===== src/hw/rtl/rcsv_ram.sv =====
module rcsv_ram #(
	parameter int DEPTH = 128,
	parameter int WIDTH = 16,
	parameter int AW    = (DEPTH > 1) ? $clog2(DEPTH) : 1
) (
	input  logic             clk,
	input  logic             wr_en,
	input  logic [AW-1:0]    wr_addr,
	input  logic [WIDTH-1:0] wr_data,
	input  logic [AW-1:0]    rd_addr,
	output logic [WIDTH-1:0] rd_data
);

	logic [WIDTH-1:0] mem_q [DEPTH];

	// One write port and one read port with registered read data.
	always_ff @(posedge clk) begin
		if (wr_en) begin
			mem_q[wr_addr] <= wr_data;
		end
		rd_data <= mem_q[rd_addr];
	end

endmodule


===== config.mk =====
export PLATFORM = sky130hd
export DESIGN_NAME = rcsv_ram
export DESIGN_NICKNAME = d
export VERILOG_FILES = /design/src/hw/rtl/rcsv_ram.sv
export SDC_FILE = /design/constraint.sdc
export NUM_CORES = 2
export LEC_CHECK = 0
export ABC_AREA = 1
export ABC_CLOCK_PERIOD_IN_PS = 4100
export BUFFER_PORTS_ARGS = -buffer_cell sky130_fd_sc_hd__buf_2
export CORE_MARGIN = 2
export CORE_UTILIZATION = 30
export DETAILED_ROUTE_END_ITERATION = 10
export PLACE_DENSITY_LB_ADDON = 0.15
export SETUP_SLACK_MARGIN = 0.02
export SYNTH_ARGS = -nofsm -noshare
export SYNTH_HDL_FRONTEND = slang
export SYNTH_SLANG_ARGS = --single-unit

===== constraint.sdc =====
create_clock -name clk -period 4.1 [get_ports clk]
set_clock_uncertainty 0.1 [all_clocks]
set_input_delay 0.82 -clock clk [delete_from_list [all_inputs] [get_ports clk]]
set_output_delay 0.82 -clock clk [all_outputs]
set_load 0.03 [all_outputs]

---- Word-level counts from Yosys, hierarchy flattened ----
Memory sizes are Yosys's and may differ from the RTL's. A register that Yosys moved wholly into a read port is not among the register bits.
Cells that the tools add are included.
W data, S select, Z words.
operators by class
  mux-type cells .......................... 2
operators with widths
  kind     number
  $mux W1  2
storage, ports and cells
  bits in registers ....................... 0
  bits in writable memories ............... 2,048
  bits of input ports ..................... 32
  output and inout port bits .............. 16
  memories kept ........................... 1
memories
  memory  depth  width  read ports  clocked after memory_dff  write ports  RTL line  text
  mem_q   128    16     1           1                         1            14        logic [WIDTH-1:0] mem_q [DEPTH];

---- Longest topological paths before layout ----
  depth after elaboration ................. 2
  gate-level depth with buffers ........... 13

---- Worst setup path before layout ----
No wires, ideal clock.
  path kind ............................... in2reg
  start ................................... input port wr_en
  end ..................................... memory mem_q[105][0] (enable)
  setup time .............................. 388 ps
  arrival time ............................ 2,136 ps
  data required time ...................... 3,612 ps
  path slack .............................. 1,475 ps
  stages .................................. 4
  path through ............................ clkbuf_1 -> nand2_1 -> clkbuf_1 -> nor2_1
on the way
  longest elaborated chain between the ends .. 2
ends and longest elaborated chain
  item                           RTL line  text
  from (decl)                    7         input logic wr_en,
  $mux W1                        18        if (wr_en) begin
  $mux W1 (implied by the code)  19        mem_q[wr_addr] <= wr_data;
  to (decl)                      14
No other way between the ends.

==> qor.yml <==
syn_area_um2: 82830
setup_viol: 0
yosys.cell_types.count: 15
switchingPower_uw: 10810
drc: 0
crit_type: "input port to register"
layout_common_cells: "nand2_1, edfxtp_1, nand3_1"
drive_gt1_frac: 0.1062
port_buffers: 47
start_kind: "input port"
num-nets-final: 7022
seqPwrFrac: 0.507
slowest_delay_ns: 0.43
die_width_um: 529.4
crit_path_end_kind: "register"
clk_pin_slew_ns: 0.06
cts_resized: 0
crit_family: "simple AND/OR/NAND/NOR gates"
htreeDepth: 4
min_period_ns: 2.913
cp_data_required_time_ns: 4.83
relSlewSlack: 0.2517
synth_area_leaders: "edfxtp_1, nand3_1, nand2_1, buf_2, nor2_1"
cts_setup_buffers: 0
r2r_setup_slack_ns: 1.89
design_power_total_uw: 46040
place_area_um2: 89070
synth_top_area_share: 0.7425
dp_cells: 10445
syn_inst: 6793
clock_latency_ns: 0.92
cp_num_buf_inv: 4
cts_tree: "built"
vdd_drop_max_v: 0.0004114
swShare: 0.2348
wl_per_cell_um: 25.61
synth_seq_cells: 2064
dr_total_vias: 54249
ios: 48
crit_path_frequent_cell: "nand3_1"
r2r-start: "mem_q[126][7]$_DFFE_PP_"
drtAntennaViolNets: 0
final.setup.tns_ns: 0
grt_pass1_vias: 51590
clock.fmax_mhz: 343.3
crit_chain: "buf_8 > inv_16 > buf_4 > buf_4 > nand2_1 > nand3_1 > nand3_1 > nand3_1 > nand3_1 > nand3_1 > nand3_1 > nand2_1"
r2r_end: "rd_data[7]$_DFF_P_"
ys_seq_area_frac: 0.7464
cp_max_fo: 63
viasPerCell: 4.994
cp.arrival_ns: 3.64
numCtsBuffers: 229
die_h_um: 529.4
gr-usage-all-layers: 0.1949
cts_sinks: 2064
tightest_slew_ns: 1.122
mostFrequentLayoutCell: "nand2_1"
fill_cells: 26864
reg2regPathDepth: 8
clockRootBuffer: "clkbuf_16"
grt_max_degree: 106
hold_path.class: "input port to register"
grt_pass1_wl_um: 395400
place.gp.congestion: 0.8067
wl_um: 278100
p_per_area_nw_per_um2: 479.0
path_depth: 12
yosys_warnings: 0
synth_nets: 6825
timing.final.crit_share: 0.7105
slew_viol_final: 0
antenna_found_initial: 19
avgSynthCellArea_um2: 12.19
crit_slowest_cell: "buf_4"
dp_hpwl_um: 162500
endpoint: "rd_data[7]$_DFF_P_"
fin_util: 0.3507
finish.instance_area_um2: 96120
fp.coreArea_um2: 274100
dr.first_iter.drc_count: 5513
drv_cap: 0
rsz0062_at_grt: "no"
postCtsHoldBufs: 0
syn_to_final_growth_pct: 16.05
status: "completed"
cts.path.max_buffers: 4
start_util: 0.3022
p_clk_frac: 0.427
crit_path_start: "rd_addr[0]"
firstDrtPassIters: 6
instances_no_fill: 10862
leakage_uw: 0.03328
p_int_uw: 35230
dieArea_um2: 280300
comb_power_share: 0.066
yosysTopAreaCell: "edfxtp_1"
grt_overflow: 0
rows: 192
hold_viol_final: 0
## power by group through the flow
stage	sequential, uW	clock (uW)	combinational, uW
floorplan	23800	0	1430
global placement	23800	0	3080
detailed placement	23800	0	3080
CTS	23400	20100	3090
global route	23300	20900	3290
finish	23400	19600	3050
## state kept, by name (all words and copies together) (netlist names)
signal,count
rd_data,16
mem_q,2048
## cell usage after synthesis
master    number
inv_1         21
buf_6         22
edfxtp_1    2048
buf_8          1
nor3_1         8
nor2_1       134
nand2_1     2087
buf_2        251
inv_4          1
buf_1         41
inv_2          2
buf_4         61
clkbuf_1      81
dfxtp_1       16
nand3_1     2019
## per-stage QoR
step | setup slack (ns) | hold WS (ns)
floorplan | 1.475 | 0.6545
global route | 0.9970 | 0.2267
global placement | 0.1494 | 0.7877
detailed placement | 0.2142 | 0.7924
finish | 1.187 | 0.2351
CTS | 1.166 | 0.1995
## cells by family after synthesis
family / count (synthesis) / synth area share
simple gates: 4248 / 0.2231
flops: 2064 / 0.7464
buf+inv: 481 / 0.03051
## layout make-up
class	instances	area (um2)	share of cell area
sequential	2064	61820	0.6432
multi-input combinational	4248	18550	0.1930
clock buffer	324	6431	0.06691
tap	3686	4612	0.04798
timing repair buffer	423	3960	0.04120
clock inverter	86	603.1	0.006274
inverter	24	126.4	0.001315
antenna	7	17.52	0.0001822
## metal layers
metal  vias to the layer above  GRT usage  share of wire
met4                         0    0.05614          0.027
met5                         -          0              0
li1                      24674          -              -
met3                       360    0.02404          0.053
met1                     27645     0.2815           0.46
met2                      1570     0.3061           0.46
## worst min path at each step
stage / start / end / slack [ns] / depth (start not counted)
after floorplan: mem_q[80][0]$_DFFE_PP_ / rd_data[0]$_DFF_P_ / 0.65 / 8
after global placement: mem_q[82][11]$_DFFE_PP_ / rd_data[11]$_DFF_P_ / 0.79 / 8
after detailed placement: mem_q[4][6]$_DFFE_PP_ / rd_data[6]$_DFF_P_ / 0.79 / 8
after CTS: wr_data[6] / mem_q[50][6]$_DFFE_PP_ / 0.20 / 1
after global routing: wr_data[6] / mem_q[50][6]$_DFFE_PP_ / 0.23 / 1
final: wr_data[6] / mem_q[50][6]$_DFFE_PP_ / 0.24 / 1
(Power assumes the default switching activity.)
