<file path="src/hw/rtl/rcsv_pkg.sv">
package rcsv_pkg;

	// Fixed field widths of the ports.
	localparam int VALUE_W = 14;
	localparam int OUT_W   = 16;

	// Default sizing of the stores.
	localparam int VALUE_RANGE_DEF = 16384;
	localparam int BLOCK_SIZE_DEF  = 128;
	localparam int COUNT_BITS_DEF  = 16;

	// Controls of the shared saturating accumulator.
	typedef struct packed {
		logic clr;
		logic add;
	} acc_ctrl_t;

endpackage

</file>
<file path="src/hw/rtl/rcsv_sat_acc.sv">
module rcsv_sat_acc
	import rcsv_pkg::*;
#(
	parameter int COUNT_BITS = COUNT_BITS_DEF
) (
	input  logic                  clk,
	input  logic                  arst_n,
	input  acc_ctrl_t             ctrl,
	input  logic [COUNT_BITS-1:0] addend,
	output logic [COUNT_BITS-1:0] sum
);

	logic [COUNT_BITS-1:0] sum_q;
	logic [COUNT_BITS:0]   wide_sum;

	// One adder with a carry check; the running sum sticks at all ones.
	assign wide_sum = {1'b0, sum_q} + {1'b0, addend};

	always_ff @(posedge clk or negedge arst_n) begin
		if (!arst_n) begin
			sum_q <= '0;
		end else if (ctrl.clr) begin
			sum_q <= '0;
		end else if (ctrl.add) begin
			sum_q <= wide_sum[COUNT_BITS] ? '1 : wide_sum[COUNT_BITS-1:0];
		end
	end

	assign sum = sum_q;

endmodule

</file>
<file path="config.mk">
export PLATFORM = sky130hd
export DESIGN_NAME = rcsv_sat_acc
export DESIGN_NICKNAME = d
export VERILOG_FILES = /design/src/hw/rtl/rcsv_pkg.sv /design/src/hw/rtl/rcsv_sat_acc.sv
export SDC_FILE = /design/constraint.sdc
export NUM_CORES = 1
export LEC_CHECK = 0
export BUFFER_PORTS_ARGS = -buffer_cell sky130_fd_sc_hd__buf_2
export CORE_AREA = 2 2 59 61
export DETAILED_ROUTE_END_ITERATION = 16
export DIE_AREA = 0 0 61 63
export PLACE_DENSITY_LB_ADDON = 0.25
export SYNTH_ARGS = -nofsm -noshare
export SYNTH_HDL_FRONTEND = slang
export SYNTH_SLANG_ARGS = --single-unit
</file>
<file path="constraint.sdc">
create_clock -name clk -period 2.9 [get_ports clk]
set_input_delay 0.29 -clock clk [delete_from_list [all_inputs] [get_ports clk]]
set_output_delay 0.29 -clock clk [all_outputs]
set_load 0.02 [all_outputs]
</file>
Word-level counts from Yosys, hierarchy flattened
Index checks and enable logic that the tools add are counted.

Register bits after elaboration: 16. Input bits: 20. Output and inout bits: 16. Logic and storage cells: 6.

Add/sub/neg operators: 1. Multiplexer cells: 3. Reduce and logical (&&, ||, !) cells: 1.

Operators by type and width (count): $mux W16 (3); $add A16 B16 Y17 (1); $reduce_bool A2 Y1 (1).

Logic depth before layout (Yosys ltp)
Gate-level depths: netlist (run 1).

Word-level depth: 4. Mapped depth: 9. Depth with buffers taken out: 8.

Least setup slack after synthesis (run 1)
No wires, ideal clock.

Path kind: register to register. Start point: reg sum_q[0], in the netlist sum[0]. End point: reg sum_q[10], in the netlist sum[10]. Library setup time: 147 ps. Data arrival time: 2073 ps. Path slack: 680 ps. Cell stages (with the launch flop): 10. Cells stage by stage: dfrtp_1 > ha_1 > fa_1 > a21oi_1 > nand4b_1 > nand2_2 > a21oi_2 > a32o_2 > buf_6 > a211oi_2.

Word-level cells in the longest chain between the ends: 4.

Ends and longest elaborated chain: start, declared (line rcsv_sat_acc.sv:13) `logic [COUNT_BITS-1:0] sum_q;`; start signal, assigned (line rcsv_sat_acc.sv:25) `sum_q <= wide_sum[COUNT_BITS] ? '1 : wide_sum[COUNT_BITS-1:0];`; $add A16 B16 Y17 (line rcsv_sat_acc.sv:17) `assign wide_sum = {1'b0, sum_q} + {1'b0, addend};`; $mux W16 (line rcsv_sat_acc.sv:25); $mux W16 (line rcsv_sat_acc.sv:24) `end else if (ctrl.add) begin`; $mux W16 (line rcsv_sat_acc.sv:22) `end else if (ctrl.clr) begin`.

Every way passes these cells. The select of a mux whose other input is x is not followed. A chain may end at the register's enable or synchronous reset.

Worst setup path in the final report (run 1)
Start point: reg sum_q[0], in the netlist sum[0]. End point: reg sum_q[6], in the netlist sum[6].

Same word-level chain as after synthesis.

==> results of run 1 <==
## kinds of logic (layout without fill, tap and decap cells)
kind of cell | after synthesis | in the layout
AND/OR/NAND/NOR | 43 | 43
AO/OA/AOI/OAI | 54 | 54
buffers and inverters | 12 | 44
flip-flops | 16 | 16
XOR/XNOR | 14 | 14
adder cells (fa/ha/maj) | 17 | 17
## power by group through the flow
stage	Sequential (mW)	Combinational [mW]	Clock (mW)
after detailed placement	0.305	0.617	0
after CTS	0.301	0.624	0.159
after floorplan	0.356	0.435	0
final	0.300	0.618	0.156
after global routing	0.308	0.689	0.167
after global placement	0.302	0.615	0
## worst paths after layout
path                            cells after the start  startpoint  slack [ns]      to
worst max-delay path                                8      sum[0]        0.49  sum[6]
worst min-delay path                                2     ctrl[1]        0.43  sum[4]
worst max register to register                      8      sum[0]        0.49  sum[6]
worst min register to register                      2      sum[5]        0.59  sum[5]
max in group asynchronous                           2      arst_n        2.18  sum[2]
min in group asynchronous                           2      arst_n        0.44  sum[9]
## routing by layer
metal | GRT usage [%] | vias to the layer above | wire, um
li1 | - | 651 | -
met1 | 25.5 | 574 | 1490
met2 | 31.0 | 27 | 1550
met3 | 1.86 | 2 | 104
met4 | 2.45 | 0 | 13
met5 | 0 | - | 0
## cell usage after synthesis
master,instances
nor2_1,20
dfrtp_1,16
ha_1,16
a21oi_1,11
nand2_1,11
a211oi_2,10
a211oi_1,9
xnor2_1,7
xor2_1,7
o21ai_0,6
inv_1,4
a21o_1,3
buf_2,3
clkbuf_1,3
nand3_1,3
nand4_1,3
o211ai_1,3
a21oi_2,2
nor2b_1,2
a21o_4,1
a221oi_1,1
a31o_2,1
a31oi_1,1
a31oi_4,1
a32o_2,1
buf_1,1
buf_6,1
fa_1,1
nand2_2,1
nand4b_1,1
nor4b_1,1
o21ai_1,1
o21ai_2,1
o21bai_1,1
o22ai_1,1
or2b_1,1
## layout make-up
type,count,area share (%)
clock buffers,4,2.17
inverters,4,0.899
multi-input cells,128,58.4
flip-flops and latches,16,24.0
well taps,46,3.45
repair buffers,36,11.1
## critical path, cell delays in order (launching register included)
cell and delay, ns:
dfrtp_1 0.41, ha_1 0.21, fa_1 0.40, a21oi_1 0.20, nand4b_1 0.17, nand2_2 0.10, a21oi_2 0.17, a32o_2 0.47
a211oi_1 0.16
## timing repair
action,CTS,global route
resized for setup,0,0
hold endpoints to repair,16,0
hold buffers,1,0
==> flow_summary_export.csv, run 1 <==
group,metric,value,unit
synthesis,ys_types,36,
placed_design,post_dp_cell_area,0.00162,mm^2
layout,seq_area,400,um^2
drt,postRouteAntennaNets,0,
pwr,seqPwrFrac,27.9,%
clock_tree,postCtsSetupRepairBufs,0,
global_route,grt_pass1_wl,5.63,mm
drt,first_pass_iters,4,
synthesis,synth_compound_area_share,30.7,%
placed_design,hpwl,2.40,mm
die,die_w,61,um
pwr,clkPwrFrac,14.5,%
timing,tightest_slew,0.496,ns
die,die_y,63,um
layout,largest_register_ffs,16,
global_route,grt_use_total,18.4,%
synthesis,synth_top_family_by_area,"compound AO/OA/AOI/OAI gates",
drt,viasPerCell,5.36,
timing,finClkSkew,0.00828,ns
pwr,irDropWorstVdd,0.258,mV
layout,fill_cells,318,
global_route,overflow,0,
timing,hold_ws,0.430,ns
layout,area_delta_synth_final,16.6,%
synthesis,synthXorXnorAreaFrac,8.56,%
die,core_area,0.00323,mm^2
timing,slew_viol_final,0,
pwr,p_int,0.591,mW
global_route,grt_pass1_vias,1238,
critical_path,critPathRequiredTime,3.05,ns
drt,num_vias,1254,
synthesis,ys_ff_latch,16,
global_route,antenna_found_initial,0,
layout,drive_gt1_share,30.3,%
pwr,comb_power_share,57.5,%
timing,setup_ws,0.486,ns
timing,final.setup.tns,0,ns
placed_design,dp.cells,229,
critical_path,critical_path.max_fanout,16,
run,max-cap-violations,0,
synthesis,yosysTopAreaCellShare,27.9,%
synthesis,synth_warnings,0,
hold_path,hp-class,"input port to register",
clock_tree,cts-root-buf,"clkbuf_4",
drt,drc,0,
pwr,powerDensity,643,mW/mm^2
synthesis,netlist_instances,156,
timing,finalSetupViolCount,0,
synthesis,yosys.area.top_type,"dfrtp_1",
pwr,switchingPower,0.483,mW
global_route,grt_max_degree,19,
layout,final_nets,226,
layout,stdcell_area,0.00167,mm^2
critical_path,arrival,2.57,ns
layout,antenna_cells,0,
pwr,power.total,1.07,mW
layout,final_util,51.7,%
timing,slew_headroom,66.9,%
timing,fin_crit_sh,83.2,%
critical_path,cp-end-kind,"register",
drt,wl_per_cell,13.5,um
layout,layout_commonest_cell,"buf_2",
synthesis,syn_area,0.00143,mm^2
placed_design,dpl_worst_slack,0.450,ns
clock_tree,cts_buffer_depth,2,
die,die-area,0.00384,mm^2
synthesis,ys_seq_area_share,27.9,%
layout,layout_common_cells,"buf_2, nor2_1, ha_1, dfrtp_1",
clock_tree,clock_latency,0.29,ns
die,rows,21,
clock_tree,path_clk_slew,0.11,ns
outcome,outcome,"finished, final reports clean",
timing,finalHoldViolations,0,
timing,fin_crit,2.41,ns
clock_tree,htree_levels,1,
pwr,netSwitchingFraction,45.0,%
drt,routed_wl,3.16,mm
synthesis,synth_area_per_cell,9.18,um^2
layout,final_cells,234,
die,initial_utilization,44.3,%
die,ios,36,
placed_design,io_buffers,35,
critical_path,path_class,"register to register",
synthesis,synth-simple-area-share,13.5,%
layout,multi_input_area,976,um^2
clock_tree,cts_tree,"built",
synthesis,syn-num-nets,193,
timing,clock.fmax,414,MHz
placed_design,globalplace.congestion,0.874,
drt,drtIter0Drc,31,
synthesis,synth.area.top_cells,"dfrtp_1, ha_1, a211oi_2",
clock_tree,cts_sinks,16,
timing,grt_setup_unrepaired,"false",
synthesis,synthAdderAreaFrac,15.4,%
clock_tree,cts_buffers,3,
pwr,p_leak,0.792,nW
critical_path,worstSetupStartpointType,"register",
synthesis,synth_mux_area_share,0,%
Power figures use the tool's default switching activity.
==> run 2: changes to the inputs <==
Clock period 2.9 ns to 2.5 ns, I/O delays scaled along.
==> run 2 against run 1 <==
Net effect: clock power down 8%; power up 16%; fmax up 1.7%; via count up 4.9%; final cell count up 0.85%; count of clock-buffer cells in the layout down 1; critical path depth down 1; wire length up 7.8%; first-iteration DRC count up 71%; critical path type unchanged; highest routed layer unchanged.
==> flow_summary_export.csv, run 2 (synthesized netlist as in run 1, its figures left out) <==
group,metric,value,unit
timing,grt_setup_unrepaired,"false",
critical_path,path_buf_inv,0,
critical_path,crit_cells,7,
layout,fill_cells,319,
run,max-cap-violations,0,
drt,postRouteAntennaNets,0,
layout,layout_commonest_cell,"buf_2",
critical_path,cp-end-kind,"register",
critical_path,timing.rr.end,"sum[15]",
layout,final_nets,229,
die,die_y,63,um
placed_design,dpl_worst_slack,0.184,ns
placed_design,post_dp_cell_area,0.00165,mm^2
layout,final_util,52.1,%
layout,multi_input_area,980,um^2
critical_path,reg2reg_depth,7,
drt,routed_wl,3.41,mm
layout,layout_common_cells,"buf_2, nor2_1, ha_1, dfrtp_1, nand2_1",
placed_design,globalplace.congestion,0.885,
global_route,overflow,0,
drt,num_vias,1316,
timing,hold_ws,0.384,ns
global_route,antenna_found_initial,0,
drt,wl_per_cell,14.4,um
hold_path,min_from,"addend[0]",
critical_path,critPathSlowestCell,"a211oi_1",
timing,setup_ws,0.125,ns
global_route,grt_pass1_wl,5.65,mm
timing,slew_headroom,70.4,%
pwr,p_leak,0.799,nW
clock_tree,clock_latency,0.29,ns
timing,finClkSkew,0.00603,ns
critical_path,critical_path.top_delay_family,"compound AO/OA/AOI/OAI gates",
clock_tree,htree_levels,1,
clock_tree,path_clk_slew,0.10,ns
hold_path,min_path_cells,4,
critical_path,worstPathCellList,"ha_1 > a211oi_1 > o21ai_0 > a211oi_1 > o21ai_1 > xnor2_1 > a211oi_1",
hold_path,hp-class,"input port to register",
clock_tree,cts_tree,"built",
die,die-area,0.00384,mm^2
timing,finalHoldViolations,0,
layout,seq_area,400,um^2
critical_path,slowest_delay,0.44,ns
timing,clock.fmax,421,MHz
clock_tree,cts_buffers,3,
critical_path,arrival,2.59,ns
clock_tree,cts-root-buf,"clkbuf_4",
critical_path,critPathRequiredTime,2.71,ns
die,ios,36,
hold_path,min_to,"sum[0]",
drt,first_pass_iters,4,
timing,fin_crit_sh,95.0,%
layout,area_delta_synth_final,17.5,%
critical_path,r2r_slack,0.13,ns
timing,tightest_slew,0.441,ns
critical_path,worstSetupStartpointType,"register",
layout,largest_register_ffs,16,
timing,fin_crit,2.37,ns
layout,drive_gt1_share,31.6,%
critical_path,reg2reg_from,"sum[3]",
critical_path,path_class,"register to register",
timing,slew_viol_final,0,
die,die_w,61,um
placed_design,io_buffers,35,
placed_design,hpwl,2.59,mm
global_route,grt_use_total,19.1,%
pwr,powerDensity,739,mW/mm^2
critical_path,critical_path.max_fanout,6,
drt,drc,0,
die,initial_utilization,44.3,%
drt,drtIter0Drc,53,
pwr,irDropWorstVdd,0.275,mV
outcome,outcome,"finished, final reports clean",
die,core_area,0.00323,mm^2
timing,finalSetupViolCount,0,
global_route,grt_pass1_vias,1225,
layout,stdcell_area,0.00168,mm^2
die,rows,21,
critical_path,crit_path_frequent_cell,"a211oi_1",
placed_design,dp.cells,232,
pwr,power.total,1.24,mW
clock_tree,cts_sinks,16,
timing,final.setup.tns,0,ns
layout,antenna_cells,0,
layout,final_cells,236,
clock_tree,postCtsSetupRepairBufs,0,
drt,viasPerCell,5.58,
global_route,grt_max_degree,19,
clock_tree,cts_buffer_depth,2,
## run 2: worst max path at each step
stage,start,end,slack [ns]
floorplan,sum[0],sum[10],0.28
global placement,sum[3],sum[15],0.24
detailed placement,sum[0],sum[0],0.18
CTS,sum[0],sum[0],0.16
global route,sum[3],sum[15],0.00001
finish,sum[3],sum[15],0.13
## run 2: area by class of cell
class	count	area share (%)
Multi-Input combinational cell	128	58.2
Sequential cell	16	23.8
Inverter	4	0.892
Tap cell	46	3.42
Timing Repair Buffer	39	12.3
Clock buffer	3	1.34
## run 2: power by group
group	switching, mW	total [mW]	internal [mW]
combinational	0.446	0.751	0.305
clock	0.0874	0.143	0.0561
sequential	0.0413	0.350	0.308
## run 2: tightest hold or removal path: stages
cell      delay [ns]
buf_2           0.08
ha_1            0.21
inv_1           0.05
a211oi_1        0.06
## run 2: timing repair
item | in CTS | in global routing
hold buffers | 1 | 0
endpoints found under the hold margin | 16 | 0
setup endpoints to repair | 0 | 1
resized for setup | 0 | 1
## run 2: routing by layer
layer | GRT usage (%) | routed length [um] | up-vias
li1 | - | - | 645
met1 | 25.0 | 1560 | 629
met2 | 32.0 | 1670 | 37
met3 | 2.48 | 135 | 5
met4 | 5.71 | 42 | 0
met5 | 0 | 0 | -
